===== src/sv/scrc_pkg.sv =====
`default_nettype none

package scrc_pkg;

    localparam int unsigned MAX_RESULTS   = 6;
    localparam logic [7:0]  DASH_CHAR     = 8'h2D;
    localparam logic [1:0]  MIN_RUN_RESET = 2'd3;

    // pending byte and run tracking
    typedef struct packed {
        logic [7:0] pending_char;
        logic       pending_valid;
        logic [7:0] run_first_char;
        logic [1:0] run_pairs;
    } state_t;

    typedef struct packed {
        logic [7:0] out_char;
        logic       last_of_run;
        logic       string_done;
    } result_t;

    typedef result_t [MAX_RESULTS-1:0] result_vec_t;

endpackage

`default_nettype wire


===== src/sv/scrc_in_if.sv =====
`default_nettype none

interface scrc_in_if;
    logic       valid;
    logic       ready;
    logic [7:0] ch;
    logic       end_of_string;

    modport source (output valid, output ch, output end_of_string, input ready);
    modport sink   (input valid, input ch, input end_of_string, output ready);
endinterface

`default_nettype wire


===== src/sv/scrc_out_if.sv =====
`default_nettype none

interface scrc_out_if;
    logic       valid;
    logic       ready;
    logic [7:0] out_char;
    logic       last_of_run;
    logic       string_done;

    modport source (output valid, output out_char, output last_of_run,
                    output string_done, input ready);
    modport sink   (input valid, input out_char, input last_of_run,
                    input string_done, output ready);
endinterface

`default_nettype wire


===== src/sv/scrc_step.sv =====
`default_nettype none

// One item's worth of run tracking: judge the held byte, then the final byte.
module scrc_step
    import scrc_pkg::*;
(
    input  state_t      st,
    input  logic [7:0]  ch,
    input  logic        end_of_string,
    input  logic [1:0]  min_run,
    output state_t      st_next,
    output result_vec_t res,
    output logic [2:0]  res_cnt
);

    localparam logic [1:0] CLS_NONE  = 2'd0;
    localparam logic [1:0] CLS_LOWER = 2'd1;
    localparam logic [1:0] CLS_UPPER = 2'd2;
    localparam logic [1:0] CLS_DIGIT = 2'd3;

    typedef struct packed {
        logic [2:0][7:0] b;
        logic [1:0]      cnt;
        logic [7:0]      first;
        logic [1:0]      pairs;
    } judge_t;

    function automatic logic [1:0] char_class(input logic [7:0] c);
        logic [1:0] k;
        k = CLS_NONE;
        if (c >= 8'h61 && c <= 8'h7A)
            k = CLS_LOWER;
        else if (c >= 8'h41 && c <= 8'h5A)
            k = CLS_UPPER;
        else if (c >= 8'h30 && c <= 8'h39)
            k = CLS_DIGIT;
        return k;
    endfunction

    function automatic logic is_successor(input logic [7:0] cur, input logic [7:0] nxt);
        logic [1:0] k;
        k = char_class(cur);
        return (k != CLS_NONE) && (k == char_class(nxt))
            && ({1'b0, nxt} == ({1'b0, cur} + 9'd1));
    endfunction

    function automatic judge_t judge(input logic [7:0] cur, input logic seq,
                                     input logic [7:0] first, input logic [1:0] pairs,
                                     input logic [1:0] limit_m1);
        judge_t j;
        j.b     = '0;
        j.cnt   = 2'd0;
        j.first = first;
        j.pairs = pairs;
        if (seq)
        begin
            if (pairs == 2'd0)
            begin
                j.first = cur;
                j.pairs = 2'd1;
            end
            else if (pairs < 2'd2)
            begin
                j.pairs = pairs + 2'd1;
            end
        end
        else
        begin
            if (pairs != 2'd0 && pairs >= limit_m1)
            begin
                j.b[0] = first;
                j.b[1] = DASH_CHAR;
                j.b[2] = cur;
                j.cnt  = 2'd3;
            end
            else if (pairs != 2'd0)
            begin
                j.b[0] = first;
                j.b[1] = cur;
                j.cnt  = 2'd2;
            end
            else
            begin
                j.b[0] = cur;
                j.cnt  = 2'd1;
            end
            j.pairs = 2'd0;
        end
        return j;
    endfunction

    logic [1:0] limit_m1;
    judge_t     j_held;
    judge_t     j_final;
    logic [2:0] final_cnt;
    logic [2:0] idx;

    always_comb
    begin
        // min_run below two acts as two
        limit_m1 = (min_run < 2'd2) ? 2'd1 : (min_run - 2'd1);

        if (st.pending_valid)
            j_held = judge(st.pending_char, is_successor(st.pending_char, ch),
                           st.run_first_char, st.run_pairs, limit_m1);
        else
        begin
            j_held       = '0;
            j_held.first = st.run_first_char;
            j_held.pairs = st.run_pairs;
        end

        // final byte is judged against the terminator, never a successor
        j_final   = judge(ch, 1'b0, j_held.first, j_held.pairs, limit_m1);
        final_cnt = end_of_string ? {1'b0, j_final.cnt} : 3'd0;
        res_cnt   = {1'b0, j_held.cnt} + final_cnt;

        res = '0;
        for (int i = 0; i < 3; i++)
        begin
            if (i < int'(j_held.cnt))
                res[i].out_char = j_held.b[i];
        end
        for (int i = 0; i < 3; i++)
        begin
            idx = {1'b0, j_held.cnt} + 3'(i);
            if (i < int'(final_cnt))
                res[idx].out_char = j_final.b[i];
        end
        if (res_cnt != 3'd0)
        begin
            res[res_cnt - 3'd1].last_of_run = 1'b1;
            res[res_cnt - 3'd1].string_done = end_of_string;
        end

        if (end_of_string)
            st_next = '0;
        else
        begin
            st_next.pending_char   = ch;
            st_next.pending_valid  = 1'b1;
            st_next.run_first_char = j_held.first;
            st_next.run_pairs      = j_held.pairs;
        end
    end

endmodule

`default_nettype wire


===== src/sv/sequential_char_run_contractor_top.sv =====
// Path: an accepted item is held in the input register stage, and its result bytes are
// then loaded into the result burst register, whose slot 0 drives dout.
// Throughput: one item per cycle while each item yields at most one result byte and
// dout takes them; an item that yields more bytes (up to six) holds intake until
// the result burst register has passed them all to dout.
// Reset (rst_n low, asynchronous): no item held, run state cleared, min_run back to 3.
`default_nettype none

module sequential_char_run_contractor_top
    import scrc_pkg::*;
(
    input  wire        clk,
    input  wire        rst_n,
    scrc_in_if.sink    din,
    scrc_out_if.source dout,
    input  wire        cfg_we,
    input  wire [1:0]  cfg_wdata
);

    // configuration
    logic [1:0] min_run_reg;

    // input register stage
    logic       s1_valid_reg;
    logic [7:0] s1_ch_reg;
    logic       s1_eos_reg;

    // pending byte / run state, advanced once per item
    state_t     st_reg;
    state_t     st_next;

    // result burst: slot 0 faces dout, the rest shift down as bytes leave
    result_vec_t slots_reg;
    result_vec_t slots_next;
    logic [2:0]  cnt_reg;
    logic [2:0]  cnt_next;

    result_vec_t step_res;
    logic [2:0]  step_cnt;

    logic din_take;
    logic out_take;
    logic buf_free;
    logic load;

    scrc_step u_step (
        .st            (st_reg),
        .ch            (s1_ch_reg),
        .end_of_string (s1_eos_reg),
        .min_run       (min_run_reg),
        .st_next       (st_next),
        .res           (step_res),
        .res_cnt       (step_cnt)
    );

    // burst register can take a new item's results when it is empty or empties this cycle
    assign out_take  = dout.valid && dout.ready;
    assign buf_free  = (cnt_reg == 3'd0) || ((cnt_reg == 3'd1) && dout.ready);
    assign load      = s1_valid_reg && buf_free;
    assign din.ready = !s1_valid_reg || load;
    assign din_take  = din.valid && din.ready;

    assign dout.valid       = (cnt_reg != 3'd0);
    assign dout.out_char    = slots_reg[0].out_char;
    assign dout.last_of_run = slots_reg[0].last_of_run;
    assign dout.string_done = slots_reg[0].string_done;

    always_comb
    begin
        slots_next = slots_reg;
        cnt_next   = cnt_reg;
        if (load)
        begin
            // an item with no result (first byte of a string, or a byte that continues a run) leaves the burst empty
            slots_next = step_res;
            cnt_next   = step_cnt;
        end
        else if (out_take)
        begin
            for (int i = 0; i < int'(MAX_RESULTS) - 1; i++)
                slots_next[i] = slots_reg[i+1];
            slots_next[MAX_RESULTS-1] = '0;
            cnt_next = cnt_reg - 3'd1;
        end
    end

    // control state
    always_ff @(posedge clk or negedge rst_n)
    begin
        if (!rst_n)
        begin
            min_run_reg  <= MIN_RUN_RESET;
            s1_valid_reg <= 1'b0;
            st_reg       <= '0;
            cnt_reg      <= 3'd0;
        end
        else
        begin
            if (cfg_we)
                min_run_reg <= cfg_wdata;
            if (din.ready)
                s1_valid_reg <= din.valid;
            if (load)
                st_reg <= st_next;
            cnt_reg <= cnt_next;
        end
    end

    // payload registers
    always_ff @(posedge clk)
    begin
        if (din_take)
        begin
            s1_ch_reg  <= din.ch;
            s1_eos_reg <= din.end_of_string;
        end
        slots_reg <= slots_next;
    end

endmodule

`default_nettype wire


===== src/flat_wrapper.sv =====
// flat-port wrapper written by rule: the top's interface ports become plain ports
module sequential_char_run_contractor_top_flat import scrc_pkg::*;
  (clk, rst_n, cfg_we, cfg_wdata, din_valid, din_ch, din_end_of_string, din_ready, dout_valid, dout_out_char, dout_last_of_run, dout_string_done, dout_ready);
  scrc_in_if din_i ();
  scrc_out_if dout_i ();
  input  wire clk;
  input  wire rst_n;
  input  wire cfg_we;
  input  wire [1:0] cfg_wdata;
  input wire logic [$bits(din_i.valid)-1:0] din_valid;
  input wire logic [$bits(din_i.ch)-1:0] din_ch;
  input wire logic [$bits(din_i.end_of_string)-1:0] din_end_of_string;
  output wire logic [$bits(din_i.ready)-1:0] din_ready;
  output wire logic [$bits(dout_i.valid)-1:0] dout_valid;
  output wire logic [$bits(dout_i.out_char)-1:0] dout_out_char;
  output wire logic [$bits(dout_i.last_of_run)-1:0] dout_last_of_run;
  output wire logic [$bits(dout_i.string_done)-1:0] dout_string_done;
  input wire logic [$bits(dout_i.ready)-1:0] dout_ready;
  assign din_i.valid = din_valid;
  assign din_i.ch = din_ch;
  assign din_i.end_of_string = din_end_of_string;
  assign din_ready = din_i.ready;
  assign dout_valid = dout_i.valid;
  assign dout_out_char = dout_i.out_char;
  assign dout_last_of_run = dout_i.last_of_run;
  assign dout_string_done = dout_i.string_done;
  assign dout_i.ready = dout_ready;
  sequential_char_run_contractor_top u_core (.clk(clk), .rst_n(rst_n), .din(din_i), .dout(dout_i), .cfg_we(cfg_we), .cfg_wdata(cfg_wdata));
endmodule

===== config.mk =====
export PLATFORM = sky130hd
export DESIGN_NAME = sequential_char_run_contractor_top_flat
export DESIGN_NICKNAME = d
export VERILOG_FILES = /design/src/sv/scrc_pkg.sv /design/src/sv/scrc_in_if.sv /design/src/sv/scrc_out_if.sv /design/src/sv/scrc_step.sv /design/src/sv/sequential_char_run_contractor_top.sv /design/src/flat_wrapper.sv
export SDC_FILE = /design/constraint.sdc
export NUM_CORES = 1
export LEC_CHECK = 0
export BUFFER_PORTS_ARGS = -buffer_cell sky130_fd_sc_hd__buf_2
export CAP_MARGIN = 40
export CORE_MARGIN = 1.5
export CORE_UTILIZATION = 45
export DETAILED_ROUTE_END_ITERATION = 7
export GPL_TIMING_DRIVEN = 0
export HOLD_SLACK_MARGIN = 0.03
export PLACE_DENSITY = 0.61
export RECOVER_POWER = 100
export SLEW_MARGIN = 30
export SYNTH_ARGS = -nofsm -noshare
export SYNTH_HDL_FRONTEND = slang
export SYNTH_SLANG_ARGS = --single-unit

===== constraint.sdc =====
create_clock -name clk -period 5.7 [get_ports clk]
set_input_delay 0.57 -clock clk [delete_from_list [all_inputs] [get_ports clk]]
set_output_delay 0.57 -clock clk [all_outputs]
set_load 0.1 [all_outputs]

==> key figures <==
GRT
  • First-pass GRT wire length: 21700 um
  • Vias in the first global route: 3990
  • Initial antenna violation count: 0
  • GR Util All Layers: 0.228
  • Largest net degree at the start of global routing: 32
  • GRT overflow: 0

Final layout
  • Max reg flops: 50
  • N_diodes: 0
  • Final instance area: 5930 um2
  • Synth-to-layout area growth: 12.2%
  • Fillers: 1063
  • Register area: 2700 um2
  • Footprint of the multi-input gates: 2290 um2
  • Fin nets: 580
  • Share of post-route cells with drive strength above 1: 0.123

Clock tree
  • Inserted Clock Buffers: 9
  • CTS max path bufs: 2
  • Clock sinks: 94
  • CTS HTree Levels: 3
  • Clock Latency Late Sink: 350 ps
  • Clk slew on worst S/H paths: 60 ps
  • CTS tree: yes
  • Root Driver: clkbuf_16

Synthesis
  • Syn avg cell area: 10.5 um2
  • Post-synth top flop: edfxtp_1
  • EDFF count, synth: 69
  • Cell Area, Synth: 5280 um2
  • Yosys cell types: 64
  • Post-synthesis sequential area ratio: 0.511
  • YS warnings: 0
  • Cells after Synth: 502
  • Async S/R FF share, synth: 0.266
  • FF+latch count, synth: 94

Worst hold path
  • Hold Crit Class: input pin to flop
  • Hold depth: 1
  • Min-delay src: din_ch[4]
  • Hold Path End: u_core.s1_ch_reg[4]

Timing
  • Actual slew at the worst max-slew pin: 1820 ps
  • Setup violations, final: 0
  • Hold_ws: 389 ps
  • Final critical-path required period: 5420 ps
  • Hold Fails Final Rpt: 0
  • TNS Setup: 0 ps
  • Final Max Slew Viols: 57
  • Final period utilization: 0.952
  • Clock Skew: 4.75 ps
  • Max Clock Freq: 184 MHz
  • Worst rel slew slack: -0.211

Die
  • Die W: 111 um
  • IO Pins: 28
  • Cell Rows: 39
  • Core area: 11400 um2
  • Initial core utilization: 0.463
  • Die Ht: 111 um
  • Die ar.: 12400 um2

Setup path
  • Reg-to-Reg Start: u_core.st_reg[12]
  • Critical path launch point type: flop
  • Critical path type: flop to flop
  • Worst Path Arrival: 5530 ps
  • RR Endpoint: u_core.slots_reg[30]
  • Flop2flop setup slack: 280 ps
  • Number of cells on the worst reg-to-reg path: 21
  • Worst Setup End Kind: flop
  • Critical path required time: 5810 ps
  • Worst-path maximum fanout: 11

Drt
  • WL/cell: 19.3 um
  • Vias per cell: 5.94
  • DRT Wirelength: 13400 um
  • DRT antenna net count: 0
  • DRC Markers: 0
  • Iteration count of the initial detailed-routing pass: 5
  • Initial DRC count: 386
  • Routed vias: 4132

Status
  • Failing checks: capacitance limit, slew limit
  • Outcome: complete, but fails checks

Power
  • Max rail drop VDD: 0.458 mV
  • Psw: 1800 uW
  • Lkg Pwr: 0.00223 uW
  • Seq pwr share: 0.326
  • Int Pwr: 2060 uW
  • PwrDens: 652 nW/um2
  • Comb pwr share: 0.516
  • Clock Power Share: 0.158
  • Switch share: 0.467

Placed design
  • Hpwl dp: 9800 um
  • GPL Wtd Cong: 0.955
  • Port Buffer Count: 27
  • Placed cell area: 5640 um2

Run
  • Max Cap Violations: 2
-- critical path, cell delays in order (launching register included) --
cell and delay, ps:
dfrtp_1 360, buf_2 240, inv_1 160, ha_1 320, xnor2_1 200, nand2_1 60
nand4bb_1 190, a2111o_1 460, or2_1 260, buf_6 150, o21a_1 180, ha_1 280
nand2b_1 140, a21o_2 310, o21a_1 210, ha_1 190, fa_1 530, inv_1 80
ha_1 240, xor2_2 270, nor2_1 110, a32o_1 260
-- per-layer routing --
layer  wire length [um]  global-route usage  up-vias
met3               1080              0.0533       30
met4                342              0.0785        0
met2               6230               0.355      172
li1                   -                   -     1932
met5                  0                   0        -
met1               5750               0.315     1998
-- cells in the mapped netlist, drive strengths merged (3+ instances only) --
| master | number | area (um2) |
|---|---|---|
| o221ai | 26 | 240 |
| inv | 28 | 105 |
| ha | 15 | 188 |
| a21oi | 7 | 35.0 |
| o21a | 8 | 60.1 |
| edfxtp | 69 | 2070 |
| nand2b | 6 | 37.5 |
| xor2 | 4 | 35.0 |
| nand2 | 79 | 297 |
| nor3 | 12 | 71.3 |
| dfrtp | 23 | 576 |
| mux2i | 14 | 140 |
| o21ai | 32 | 164 |
| o31a | 3 | 26.3 |
| o22ai | 6 | 37.5 |
| a2bb2oi | 7 | 61.3 |
| buf | 23 | 158 |
| nand3 | 12 | 60.1 |
| clkbuf | 18 | 67.6 |
| o31ai | 17 | 133 |
| a2111oi | 4 | 35.0 |
| a32oi | 4 | 35.0 |
| nor3b | 3 | 27.5 |
| mux2 | 5 | 56.3 |
| xnor2 | 7 | 61.3 |
| and2 | 3 | 18.8 |
| nor2b | 11 | 68.8 |
| nor2 | 23 | 86.3 |
-- power groups by stage --
stage	clock network (uW)	registers, uW	logic (uW)
final	611	1260	1990
after global routing	654	1290	2180
after CTS	625	1250	1990
after detailed placement	0	1260	1980
after global placement	0	1260	1950
after floorplan	0	1270	1470
-- worst max path at each step --
| stage | from | endpoint | slack (ps) | cells after the start |
|---|---|---|---|---|
| after global routing | u_core.st_reg[12] | u_core.slots_reg[30] | -20 | 21 |
| after detailed placement | u_core.st_reg[11] | u_core.slots_reg[30] | 70 | 22 |
| after CTS | u_core.st_reg[11] | u_core.slots_reg[30] | 40 | 22 |
| after floorplan | u_core.st_reg[11] | u_core.slots_reg[30] | 770 | 22 |
| final | u_core.st_reg[12] | u_core.slots_reg[30] | 280 | 21 |
| after global placement | u_core.st_reg[12] | u_core.slots_reg[30] | 110 | 22 |
-- timing repair --
item	in CTS	in global routing
hold buffers	0	0
setup buffers	0	1
gates resized for setup	0	3
endpoints found under the hold margin	0	0
setup endpoints to repair	0	12
-- per-stage QoR --
stage,util,total power (uW),setup WS (ps),cells
2_1_floorplan,-,2740,767,509
3_3_place_gp,0.492,3210,108,679
3_5_place_dp,0.494,3250,67.5,680
4_1_cts,0.521,3860,41.7,696
5_1_grt,0.519,4120,-15.9,696
6_report,0.519,3860,276,696
-- layout by cell type, fill, tap and decap left out, types with 12 or more instances in the layout --
master | synthesis | routed
ha_1 | 15 | 15
edfxtp_1 | 69 | 69
nand2_1 | 79 | 79
buf_4 | 11 | 12
dfrtp_1 | 23 | 23
nor2_1 | 23 | 23
mux2i_1 | 14 | 14
o21ai_0 | 29 | 29
buf_2 | 6 | 19
o221ai_1 | 24 | 24
inv_1 | 28 | 27
clkbuf_1 | 18 | 32
nand3_1 | 12 | 12
o31ai_1 | 16 | 16
-- layout make-up --
type	instances	share of cell area
Multi-Input combinational cell	346	0.386
Timing Repair Buffer	29	0.0220
Sequential cell	94	0.456
Inverter	28	0.0179
Clock buffer	11	0.0410
Clock inverter	5	0.00992
Buffer	40	0.0378
Tap cell	143	0.0302
-- cell families (layout without fill, tap and decap cells) --
family / count (synthesis) / in the layout / share of synthesized area
flops: 94 / 94 / 0.511
compound gates: 132 / 132 / 0.190
fa+ha+maj: 16 / 16 / 0.0393
simple gates: 160 / 160 / 0.141
buf+inv: 69 / 113 / 0.0625
other cells: 1 / 8 / 0.000710
mux: 19 / 19 / 0.0372
xor+xnor: 11 / 11 / 0.0182
(Power assumes the default switching activity.)
